**config.mk**
```make
export PLATFORM = sky130hd
export DESIGN_NAME = accel_tilt_angle_filter
export DESIGN_NICKNAME = d
export VERILOG_FILES = /design/src/hw/rtl/atf_pkg.sv /design/src/hw/rtl/accel_tilt_angle_filter.sv
export SDC_FILE = /design/constraint.sdc
export NUM_CORES = 2
export LEC_CHECK = 0
export BUFFER_PORTS_ARGS = -buffer_cell sky130_fd_sc_hd__buf_4
export CAP_MARGIN = 10
export CORE_AREA = 5 5 364 366
export CTS_CLUSTER_DIAMETER = 30
export DETAILED_ROUTE_END_ITERATION = 7
export DIE_AREA = 0 0 369 371
export PLACE_DENSITY = 0.62
export SYNTH_ARGS = -nofsm -noshare
export SYNTH_HDL_FRONTEND = slang
export SYNTH_SLANG_ARGS = --single-unit
```
**constraint.sdc**
```tcl
create_clock -name clk -period 10.25 [get_ports clk]
set_input_delay 0.5125 -clock clk [delete_from_list [all_inputs] [get_ports clk]]
set_output_delay 0.5125 -clock clk [all_outputs]
set_load 0.01 [all_outputs]
```
**src/hw/rtl/atf_pkg.sv**
```systemverilog
// Shared constants and the CORDIC angle table for the tilt angle filter.
`timescale 1ns / 1ps

package atf_pkg;

  localparam int ANGLE_ITERATIONS = 16;
  localparam int ATAN_TABLE_LEN = 24;
  localparam int CORDIC_STEPS =
      (ANGLE_ITERATIONS > ATAN_TABLE_LEN) ? ATAN_TABLE_LEN : ANGLE_ITERATIONS;
  localparam int SQRT_STEPS = 20;
  localparam int ROOT_W = 40;
  localparam int ANGLE_W = 24;
  localparam int OUT_W = 15;
  localparam int WEIGHT_W = 16;
  localparam int CNT_W = 5;

  localparam logic signed [ANGLE_W-1:0] ANGLE_LIMIT = 24'sd5898240;
  localparam logic [WEIGHT_W-1:0] WEIGHT_RESET = 16'd3932;
  localparam logic [ROOT_W-1:0] SQRT_FIRST_BIT = 40'h40_0000_0000;

  // atan(2^-i) in degrees, scaled by 65536 and rounded to nearest.
  function automatic logic signed [ANGLE_W-1:0] atan_entry(input logic [CNT_W-1:0] idx);
    logic signed [ANGLE_W-1:0] v;
    unique case (idx)
      5'd0:    v = 24'sd2949120;
      5'd1:    v = 24'sd1740967;
      5'd2:    v = 24'sd919879;
      5'd3:    v = 24'sd466945;
      5'd4:    v = 24'sd234379;
      5'd5:    v = 24'sd117304;
      5'd6:    v = 24'sd58666;
      5'd7:    v = 24'sd29335;
      5'd8:    v = 24'sd14668;
      5'd9:    v = 24'sd7334;
      5'd10:   v = 24'sd3667;
      5'd11:   v = 24'sd1833;
      5'd12:   v = 24'sd917;
      5'd13:   v = 24'sd458;
      5'd14:   v = 24'sd229;
      5'd15:   v = 24'sd115;
      5'd16:   v = 24'sd57;
      5'd17:   v = 24'sd29;
      5'd18:   v = 24'sd14;
      5'd19:   v = 24'sd7;
      5'd20:   v = 24'sd4;
      5'd21:   v = 24'sd2;
      5'd22:   v = 24'sd1;
      default: v = 24'sd0;
    endcase
    return v;
  endfunction

endpackage

```
**src/hw/rtl/accel_tilt_angle_filter.sv**
```systemverilog
// Tilt angle filter top level: roll and pitch by square root and CORDIC, then low-pass.
// The block takes no new sample until the previous one is finished; the shared square
// root and CORDIC steps run one bit or one rotation per cycle, first for roll and then
// for pitch, and a zero root skips the CORDIC rotations.
// A new sample is accepted while the previous result waits in the output register.
// Reset (synchronous, active high) clears both filter states and sets the weight to 3932.
`timescale 1ns / 1ps

module accel_tilt_angle_filter (
  input  logic        clk,
  input  logic        rst,
  input  logic        s_tvalid,
  output logic        s_tready,
  input  logic [47:0] s_tdata,   // accel_x, accel_y, accel_z
  output logic        m_tvalid,
  input  logic        m_tready,
  output logic [63:0] m_tdata,   // roll_filtered, pitch_filtered, roll_raw, pitch_raw, zero pad
  input  logic        cfg_wen,
  input  logic [atf_pkg::WEIGHT_W-1:0] cfg_wdata
);
  import atf_pkg::*;

  typedef enum logic [3:0] {
    S_IDLE, S_SQX, S_SQY, S_SQZ, S_SUMS, S_SQRT, S_CORDIC, S_STORE,
    S_FILT_R, S_FILT_P, S_UPD_P, S_EMIT
  } state_t;

  state_t state;

  logic [WEIGHT_W-1:0] filter_weight;
  logic signed [ANGLE_W-1:0] roll_state, pitch_state, roll_raw, pitch_raw;
  logic signed [15:0] ax, ay, az;
  logic [31:0] xx, yy, pitch_sum;
  logic [ROOT_W-1:0] rn, res, rbit;
  logic [CNT_W-1:0] cnt;
  logic pitch_sel;
  logic signed [ANGLE_W-1:0] cx, cy, ang;
  logic signed [24:0] mul_a;
  logic signed [16:0] mul_b;
  logic signed [41:0] mul_p;
  logic [63:0] out_data;

  logic [ROOT_W-1:0] trial, rn_next, res_next;
  logic take;
  logic signed [ANGLE_W-1:0] dx, dy, ang_sat;
  logic signed [16:0] neg_x;
  logic signed [ANGLE_W-1:0] cy_init, special_ang;
  logic signed [24:0] d_roll, d_pitch;

  function automatic logic signed [ANGLE_W-1:0] filt_next(
      input logic signed [ANGLE_W-1:0] f, input logic signed [41:0] p);
    logic signed [41:0] inc;
    logic signed [26:0] sum;
    logic signed [ANGLE_W-1:0] r;
    inc = (p + 42'sd32768) >>> 16;
    sum = {{3{f[ANGLE_W-1]}}, f} + inc[26:0];
    if (sum > $signed({{3{1'b0}}, ANGLE_LIMIT})) begin
      r = ANGLE_LIMIT;
    end else if (sum < -$signed({{3{1'b0}}, ANGLE_LIMIT})) begin
      r = -ANGLE_LIMIT;
    end else begin
      r = sum[ANGLE_W-1:0];
    end
    return r;
  endfunction

  function automatic logic [OUT_W-1:0] to_out(input logic signed [ANGLE_W-1:0] v);
    logic signed [ANGLE_W:0] s;
    s = ({v[ANGLE_W-1], v} + 25'sd256) >>> 9;
    return s[OUT_W-1:0];
  endfunction

  assign s_tready = (state == S_IDLE);
  assign m_tdata  = out_data;

  always_comb begin
    trial    = res + rbit;
    take     = (rn >= trial);
    rn_next  = take ? (rn - trial) : rn;
    res_next = take ? ((res >> 1) + rbit) : (res >> 1);
  end

  always_comb begin
    dx = cy >>> cnt;
    dy = cx >>> cnt;
    if (ang > ANGLE_LIMIT) begin
      ang_sat = ANGLE_LIMIT;
    end else if (ang < -ANGLE_LIMIT) begin
      ang_sat = -ANGLE_LIMIT;
    end else begin
      ang_sat = ang;
    end
  end

  always_comb begin
    neg_x = -{ax[15], ax};
    if (pitch_sel) begin
      cy_init = {{3{neg_x[16]}}, neg_x, 4'b0000};
    end else begin
      cy_init = {{4{ay[15]}}, ay, 4'b0000};
    end
    if (cy_init > 0) begin
      special_ang = ANGLE_LIMIT;
    end else if (cy_init < 0) begin
      special_ang = -ANGLE_LIMIT;
    end else begin
      special_ang = '0;
    end
    d_roll  = {roll_raw[ANGLE_W-1], roll_raw} - {roll_state[ANGLE_W-1], roll_state};
    d_pitch = {pitch_raw[ANGLE_W-1], pitch_raw} - {pitch_state[ANGLE_W-1], pitch_state};
  end

  always_comb begin
    mul_a = '0;
    mul_b = '0;
    unique case (state)
      S_SQX: begin
        mul_a = {{9{ax[15]}}, ax};
        mul_b = {ax[15], ax};
      end
      S_SQY: begin
        mul_a = {{9{ay[15]}}, ay};
        mul_b = {ay[15], ay};
      end
      S_SQZ: begin
        mul_a = {{9{az[15]}}, az};
        mul_b = {az[15], az};
      end
      S_FILT_R: begin
        mul_a = d_roll;
        mul_b = $signed({1'b0, filter_weight});
      end
      S_FILT_P: begin
        mul_a = d_pitch;
        mul_b = $signed({1'b0, filter_weight});
      end
      default: begin
        mul_a = '0;
        mul_b = '0;
      end
    endcase
  end

  always_ff @(posedge clk) begin
    mul_p <= mul_a * mul_b;
  end

  always_ff @(posedge clk) begin
    if (rst) begin
      state         <= S_IDLE;
      m_tvalid      <= 1'b0;
      filter_weight <= WEIGHT_RESET;
      roll_state    <= '0;
      pitch_state   <= '0;
    end else begin
      if (cfg_wen) begin
        filter_weight <= cfg_wdata;
      end
      if (m_tvalid && m_tready && (state != S_EMIT)) begin
        m_tvalid <= 1'b0;
      end
      unique case (state)
        S_IDLE: begin
          if (s_tvalid) begin
            ax    <= s_tdata[15:0];
            ay    <= s_tdata[31:16];
            az    <= s_tdata[47:32];
            state <= S_SQX;
          end
        end
        S_SQX: state <= S_SQY;
        S_SQY: begin
          xx    <= mul_p[31:0];
          state <= S_SQZ;
        end
        S_SQZ: begin
          yy    <= mul_p[31:0];
          state <= S_SUMS;
        end
        S_SUMS: begin
          rn        <= {xx + mul_p[31:0], 8'h00};
          pitch_sum <= yy + mul_p[31:0];
          res       <= '0;
          rbit      <= SQRT_FIRST_BIT;
          cnt       <= '0;
          pitch_sel <= 1'b0;
          state     <= S_SQRT;
        end
        S_SQRT: begin
          rn   <= rn_next;
          res  <= res_next;
          rbit <= rbit >> 2;
          if (cnt == CNT_W'(SQRT_STEPS - 1)) begin
            cnt <= '0;
            cx  <= res_next[ANGLE_W-1:0];
            cy  <= cy_init;
            if (res_next == '0) begin
              ang   <= special_ang;
              state <= S_STORE;
            end else begin
              ang   <= '0;
              state <= S_CORDIC;
            end
          end else begin
            cnt <= cnt + 5'd1;
          end
        end
        S_CORDIC: begin
          if (!cy[ANGLE_W-1]) begin
            cx  <= cx + dx;
            cy  <= cy - dy;
            ang <= ang + atan_entry(cnt);
          end else begin
            cx  <= cx - dx;
            cy  <= cy + dy;
            ang <= ang - atan_entry(cnt);
          end
          cnt <= cnt + 5'd1;
          if (cnt == CNT_W'(CORDIC_STEPS - 1)) begin
            state <= S_STORE;
          end
        end
        S_STORE: begin
          if (!pitch_sel) begin
            roll_raw  <= ang_sat;
            rn        <= {pitch_sum, 8'h00};
            res       <= '0;
            rbit      <= SQRT_FIRST_BIT;
            cnt       <= '0;
            pitch_sel <= 1'b1;
            state     <= S_SQRT;
          end else begin
            pitch_raw <= ang_sat;
            state     <= S_FILT_R;
          end
        end
        S_FILT_R: state <= S_FILT_P;
        S_FILT_P: begin
          roll_state <= filt_next(roll_state, mul_p);
          state      <= S_UPD_P;
        end
        S_UPD_P: begin
          pitch_state <= filt_next(pitch_state, mul_p);
          state       <= S_EMIT;
        end
        S_EMIT: begin
          if (!m_tvalid || m_tready) begin
            out_data <= {4'b0000, to_out(pitch_raw), to_out(roll_raw),
                         to_out(pitch_state), to_out(roll_state)};
            m_tvalid <= 1'b1;
            state    <= S_IDLE;
          end
        end
        default: state <= S_IDLE;
      endcase
    end
  end

  a_state_limit: assert property (@(posedge clk) disable iff (rst)
      (roll_state <= ANGLE_LIMIT) && (roll_state >= -ANGLE_LIMIT) &&
      (pitch_state <= ANGLE_LIMIT) && (pitch_state >= -ANGLE_LIMIT))
    else $error("Filter state is outside the angle limit.");

  a_sqrt_bit: assert property (@(posedge clk) disable iff (rst)
      (state == S_SQRT) |-> $onehot(rbit))
    else $error("Square root trial bit is not one-hot.");

  a_cordic_x_pos: assert property (@(posedge clk) disable iff (rst)
      (state == S_CORDIC) |-> (cx > 0))
    else $error("CORDIC x component is not positive.");

  a_busy_after_accept: assert property (@(posedge clk) disable iff (rst)
      (s_tvalid && s_tready) |=> !s_tready)
    else $error("Block accepted a transaction while busy.");

endmodule

```
# After elaboration in Yosys (flattened, before gate mapping)
# Memories as Yosys holds them, arrays and structs flattened. A register that Yosys moved wholly into a read port is not among the register bits.
# Cells that the tools add are included.
[classes]
n_addsub = 22
n_mul = 1
div_mod_pow = 0
magnitude_cmp = 9
eq_ne = 20
n_shift = 2
mux = 51
bitwise = 2
n_reduce_logical = 24
[ops]
columns = ["op", "n"]
rows = [
  ["two-way mux 24 bit", 22],
  ["case mux 40 bit (3 select lines)", 3],
  ["two-way mux 40 bit", 5],
  ["case mux 24 bit (2 select lines)", 3],
  ["case mux 25 bit (5 select lines)", 1],
  ["adder 24 x 10 -> 24 bit, second input constant", 4],
  ["adder 24 bit", 3],
  ["subtractor 24 bit", 3],
  ["case mux 17 bit (4 select lines)", 1],
  ["adder 32 bit", 2],
  ["adder 24 x 26 -> 27 bit", 2],
  ["greater-than comparator 27 x 24 -> 1 bit, second input constant", 2],
  ["less-than comparator 27 x 24 -> 1 bit, second input constant", 2],
  ["subtractor 24 x 24 -> 25 bit", 2],
  ["case mux 4 bit (12 select lines)", 1],
  [">>> shifter 24 x 5 -> 24 bit", 2],
  ["adder 42 x 17 -> 42 bit, second input constant", 1],
  ["multiplier 25 x 17 -> 42 bit", 1],
  ["adder 39 x 40 -> 40 bit", 1],
  ["adder 40 bit", 1],
  ["greater-or-equal comparator 40 bit", 1],
  ["zero test 40 bit", 1],
  ["subtractor 40 bit", 1],
  ["greater-than comparator 24 x 1 -> 1 bit, second input constant", 1],
  ["other kinds (30)", 65],
]
[totals]
reg_bits = 561
latch_bits = 0
ram_bits = 0
mem_bits_ro = 1408
input_bits = 69
out_inout_bits = 66
wordCells = 156
n_memories = 2
[memory_table]
columns = ["memory", "words", "width", "read_ports", "rd_ports_with_merged_regs", "write_ports", "line", "text"]
rows = [
  ["(name not given)", 32, 22, 1, 1, 0, "atf_pkg.sv:24", "unique case (idx)"],
  ["(name not given)", 32, 22, 1, 1, 0, "atf_pkg.sv:24", ""],
]

# Longest topological paths before layout
[logic_depth]
word_depth = 8
mapped_depth = 39
ltp_nobuf = 38

# Least setup slack after synthesis
# No wires, ideal clock.
[synth_path]
kind = "reg2reg"
start = "register roll_state[1]"
end = "register mul_p[41]"
setup_ns = 0.091
t_arrival_ns = 8.820
t_required_ns = 10.159
path_slack_ns = 1.339
stages_incl_launch_ff = 32
n_path_buf = 0
period_less_slack_ns = 8.911
path_cell_list = "dfxtp_1 -> inv_1 -> ha_1 -> nor2b_1 -> o31a_1 -> o41ai_1 -> inv_1 -> a31oi_1 -> o21ai_0 -> xor2_1 -> a221oi_1 -> nor2_1 -> fa_1 -> inv_1 -> fa_1 -> fa_1 -> fa_1 -> fa_1 -> inv_1 -> fa_1 -> ha_1 -> a21o_1 -> a21oi_1 -> o21bai_1 -> o21ai_0 -> o31ai_1 -> a21oi_1 -> o31ai_1 -> a31oi_1 -> o31ai_1 -> nor4_1 -> a311oi_1"
[synth_between]
elab_chain_cells = 3
[synth_rtl]
columns = ["item", "line", "text"]
rows = [
  ["start, declared", "accel_tilt_angle_filter.sv:31", "logic signed [ANGLE_W-1:0] roll_state, pitch_state, roll_raw, pitch_raw;"],
  ["start signal, assigned", "accel_tilt_angle_filter.sv:239", "roll_state <= filt_next(roll_state, mul_p);"],
  ["subtractor 24 x 24 -> 25 bit", "accel_tilt_angle_filter.sv:109", "d_roll = {roll_raw[ANGLE_W-1], roll_raw} - {roll_state[ANGLE_W-1], roll_state};"],
  ["case mux 25 bit (5 select lines)", "accel_tilt_angle_filter.sv:116", "unique case (state)"],
  ["multiplier 25 x 17 -> 42 bit", "accel_tilt_angle_filter.sv:145", "mul_p <= mul_a * mul_b;"],
  ["end signal, assigned", "accel_tilt_angle_filter.sv:145", ""],
  ["end, declared", "accel_tilt_angle_filter.sv:40", "logic signed [41:0] mul_p;"],
]
# Every way passes these cells.
# A chain may end at the register's enable or synchronous reset.

# Worst setup path after layout
[layout_path]
start = "register roll_state[2]"
end = "register mul_p[41]"
# The elaborated chain is that of the path after synthesis.

==> impl_summary.md <==
Die
From bottom edge to top edge, the die measures 371 um. The die outline area is approximately 140000 um2. After floorplanning, the core was sized to cover approximately 130000 um2. The number of top-level design ports is about 140. For this configuration, the core starts out at a cell density of between 40% and 50%.

The initialized floorplan defines around 130 standard-cell rows. The floorplan step set the die width to between 300 and 400 um.

Synth
The cell area that synthesis handed to floorplanning was between 50000 and 60000 um2. The post-synthesis register bit count is about 560. The fraction of the yosys area taken by sequential cells is between 20 and 30%. The average instance in the mapped netlist occupies ~9.3 um2. The synthesized netlist contains ~110 unique library cells. The count of flip-flops with a built-in enable after synthesis is 430. Synthesis produced between 6000 and 7000 cells. The leading register cell type out of synthesis is edfxtp_1. The number of warning messages in the yosys log is 0. The share of async-settable or async-resettable flops after synthesis is 0%.

Global routing
The pin count of the biggest net entering global routing is 75. The via count of the first global-routing pass is approximately 48000. The overall overflow remaining after global route is 0.

The first global-routing pass estimated 274000 um of wire. The initial antenna violation count is 6. The overall routing resource usage is approximately 26%.

STA
The slew of the pin with the lowest slew margin is roughly 1.3 ns. The final hold violation count was 0. Setup violations remaining at the end of the flow were counted as 0. The post-route setup TNS is 0 ns. The final max-slew violation count is 0. The worst pin sits at a relative slew slack of ~16%. Across the routed clock network, the largest skew measured is 0.0415 ns. Hold timing on the final database bottoms out at a slack of about 0.089 ns. The clock period minus final worst setup slack is 9.71 ns. Of the available clock period, the critical path in the final layout requires ~95%. Setup repair after global routing left no endpoint under its margin.

The upper clock frequency limit is a little over 100 MHz.

CTS
The clock buffer count from CTS is ~160. The worst-skew pair later-pin latency is ~0.76 ns. The clock sink total is between 500 and 600. TritonCTS built the clock tree. The tree is rooted in a clkbuf_16. The H-tree generated during clock tree synthesis spans 4 levels. After clock tree synthesis, the clock-pin slew on the worst setup and hold paths is approximately 0.04 ns. The buffer levels on the longest clock path is 3.

Critical path
The largest individual stage delay along the critical path comes from the cell fa_1. The number of cells on the worst reg-to-reg path is 34. The largest single stage delay on the critical path is around 0.55 ns.

The worst setup path is captured at a flip-flop. The capturing point of the worst reg2reg path is mul_p[41]$_DFF_P_. Of all nets on the critical path, the largest fanout is 16. The worst path arrival time is 10.36 ns.

The kind of critical path is reg -> reg. The flop-to-flop setup slack is 0.54 ns. The startpoint class of the critical path is a flip-flop. The endpoint required time on the critical path is approximately 11 ns. By instance count, the cell type seen most on the critical path is fa_1. The startpoint identified for the worst register-to-register timing path is roll_state[2]$_SDFFE_PP0P_.

Routing
The detail route stage leaves a number of antenna-violating nets equal to 0. The number of detailed-routing iterations run before antenna repair is 6. The aggregate routed wire length is 177000 um. In the routed layout, each cell is associated on average with a via count of 5.81. For this block, the initial DRC count from the detailed router was ~3800. The average detailed-routed wire length per instance is approximately 22 um. The remaining routing DRC violations is 0.

The routed layout has 47600 vias.

Placement
The number of placed instances, taps included, is between 7000 and 8000. The final weighted congestion in routability-driven placement is between 0.9 and 1. The number of port buffers is 130. Summed over all nets, the half-perimeter wirelength after detailed placement is between 100000 and 150000 um.

Cells and area
The top cell types in the final layout, fill and taps aside, are nor2_1, inv_1, nand2_1, ha_1, edfxtp_1. The number of standard cells in the layout, taps in and fillers out is ~8200. The commonest non-fill, non-tap cell in the layout is nor2_1. The number of nets in the layout is around 7300. The layout filler cell count is approximately 12000. In the final layout, the share of cells above drive strength 1 is roughly a tenth.

The area added between synthesis and finish is 16.2%. Cells fill around half of the core in the end.

Hold path
The cell depth of the worst min-delay path is 3. The worst hold path terminates at filter_weight[2]$_SDFFE_PP1P_. The worst hold path begins at cfg_wdata[2].

The min-delay analysis places its worst path in the category in -> reg.

Power and ir drop
The maximum resistive drop on vdd is between 400 and 500 uV. The analysis attributes to cell leakage a power of about 28 nW. In this run the power density over the cells is between 200 and 250 nW/um2. Power comes to ~0.015 W.

Run status
The run finished with clean final reports.

Flow run
Max-cap violations in this run came to 0.
[cell families after synthesis]
family | share of synthesized area, %
AND/OR/NAND/NOR | 15.3
AO/OA/AOI/OAI | 15.9
adder cells (fa/ha/maj) | 24.2
buffers and inverters | 5.62
flip-flops | 27.1
XOR/XNOR | 7.36
multiplexers | 4.45
other | 0.0131
[per-layer routing]
| metal | vias to the layer above | GRT usage (%) | share of wire, % |
|---|---|---|---|
| met5 | - | 0 | 0.011 |
| met4 | 2 | 10.1 | 4.3 |
| met3 | 368 | 4.77 | 7.1 |
| met2 | 1719 | 42.1 | 47 |
| met1 | 23300 | 33.4 | 42 |
| li1 | 22300 | - | - |
[report_power, final]
part	internal [W]	switching [W]
Sequential	0.00275	0.000215
Clock	0.00364	0.00159
Combinational	0.00268	0.00410
Total	0.00906	0.00590
[state kept, by name, indices dropped and copies added, names as in the netlist, 32 cells and up, named ones only]
signal / flops
yy: 32
pitch_sum: 32
rn: 40
m_tdata: 60
xx: 32
res: 40
mul_p: 42
[how the worst max path moves through the flow]
stage | to | from | depth (start not counted)
after detailed placement | mul_p[41]$_DFF_P_ | roll_state[1]$_SDFFE_PP0P_ | 32
after global placement | mul_p[41]$_DFF_P_ | roll_state[1]$_SDFFE_PP0P_ | 32
after global routing | mul_p[41]$_DFF_P_ | pitch_raw[0]$_DFFE_PP_ | 37
final | mul_p[41]$_DFF_P_ | roll_state[2]$_SDFFE_PP0P_ | 34
after CTS | mul_p[41]$_DFF_P_ | roll_state[1]$_SDFFE_PP0P_ | 32
after floorplan | mul_p[41]$_DFF_P_ | roll_state[1]$_SDFFE_PP0P_ | 31
[layout make-up]
class / instances / area [um2] / area share, %
Antenna cell: 2 / 5.00 / 0.00749
Clock buffer: 179 / 4110 / 6.16
Clock inverter: 111 / 1580 / 2.36
Inverter: 609 / 2290 / 3.42
Multi-Input combinational cell: 4781 / 38900 / 58.2
Sequential cell: 563 / 15600 / 23.3
Tap cell: 1675 / 2100 / 3.14
Timing Repair Buffer: 285 / 2290 / 3.43
[cells in the mapped netlist, types with 42 or more instances]
library cell	number	area (um2)
nand3_1	125	626
dfxtp_1	133	2660
o21bai_1	42	315
nor3_1	139	696
nand4_1	56	350
nand2b_1	78	488
xnor2_1	323	2830
inv_1	606	2270
nor2_1	674	2530
a22oi_1	42	315
mux2i_1	88	881
nand2_1	456	1710
ha_1	432	5410
a21oi_1	357	1790
mux4_2	42	946
xor2_1	158	1380
edfxtp_1	430	12900
and2_1	70	438
clkbuf_1	183	687
and3_1	54	338
fa_1	426	8530
nor2b_1	64	400
a211oi_1	59	443
a31oi_1	63	394
o21a_1	50	375
o31ai_1	44	330
o21ai_0	228	1140
a21o_1	140	1050
[stage by stage]
| step | setup slack, ns | area [um2] |
|---|---|---|
| 2_1_floorplan | 1.34 | 57500 |
| 3_5_place_dp | 0.226 | 60500 |
| 4_1_cts | 0.136 | 66800 |
| 6_report | 0.537 | 66800 |
| 3_3_place_gp | 0.367 | 60500 |
| 5_1_grt | 0.0309 | 66800 |
[timing repair]
| action | 4_1_cts | 5_1_grt |
|---|---|---|
| endpoints found under the hold margin | 61 | 0 |
| hold buffers | 61 | 0 |
| endpoints found under the setup margin | 0 | 3 |
| gates resized for setup | 0 | 4 |
| buffers inserted | 0 | 0 |
[critical path, delay by kind of cell, from the launching register on]
family	cells	cell delay, ns
flip-flops	1	0.35
buffers and inverters	4	0.44
AO/OA/AOI/OAI	18	4.39
adder cells (fa/ha/maj)	8	3.72
AND/OR/NAND/NOR	4	0.67
No activity file was read; power rests on OpenSTA's default activity.
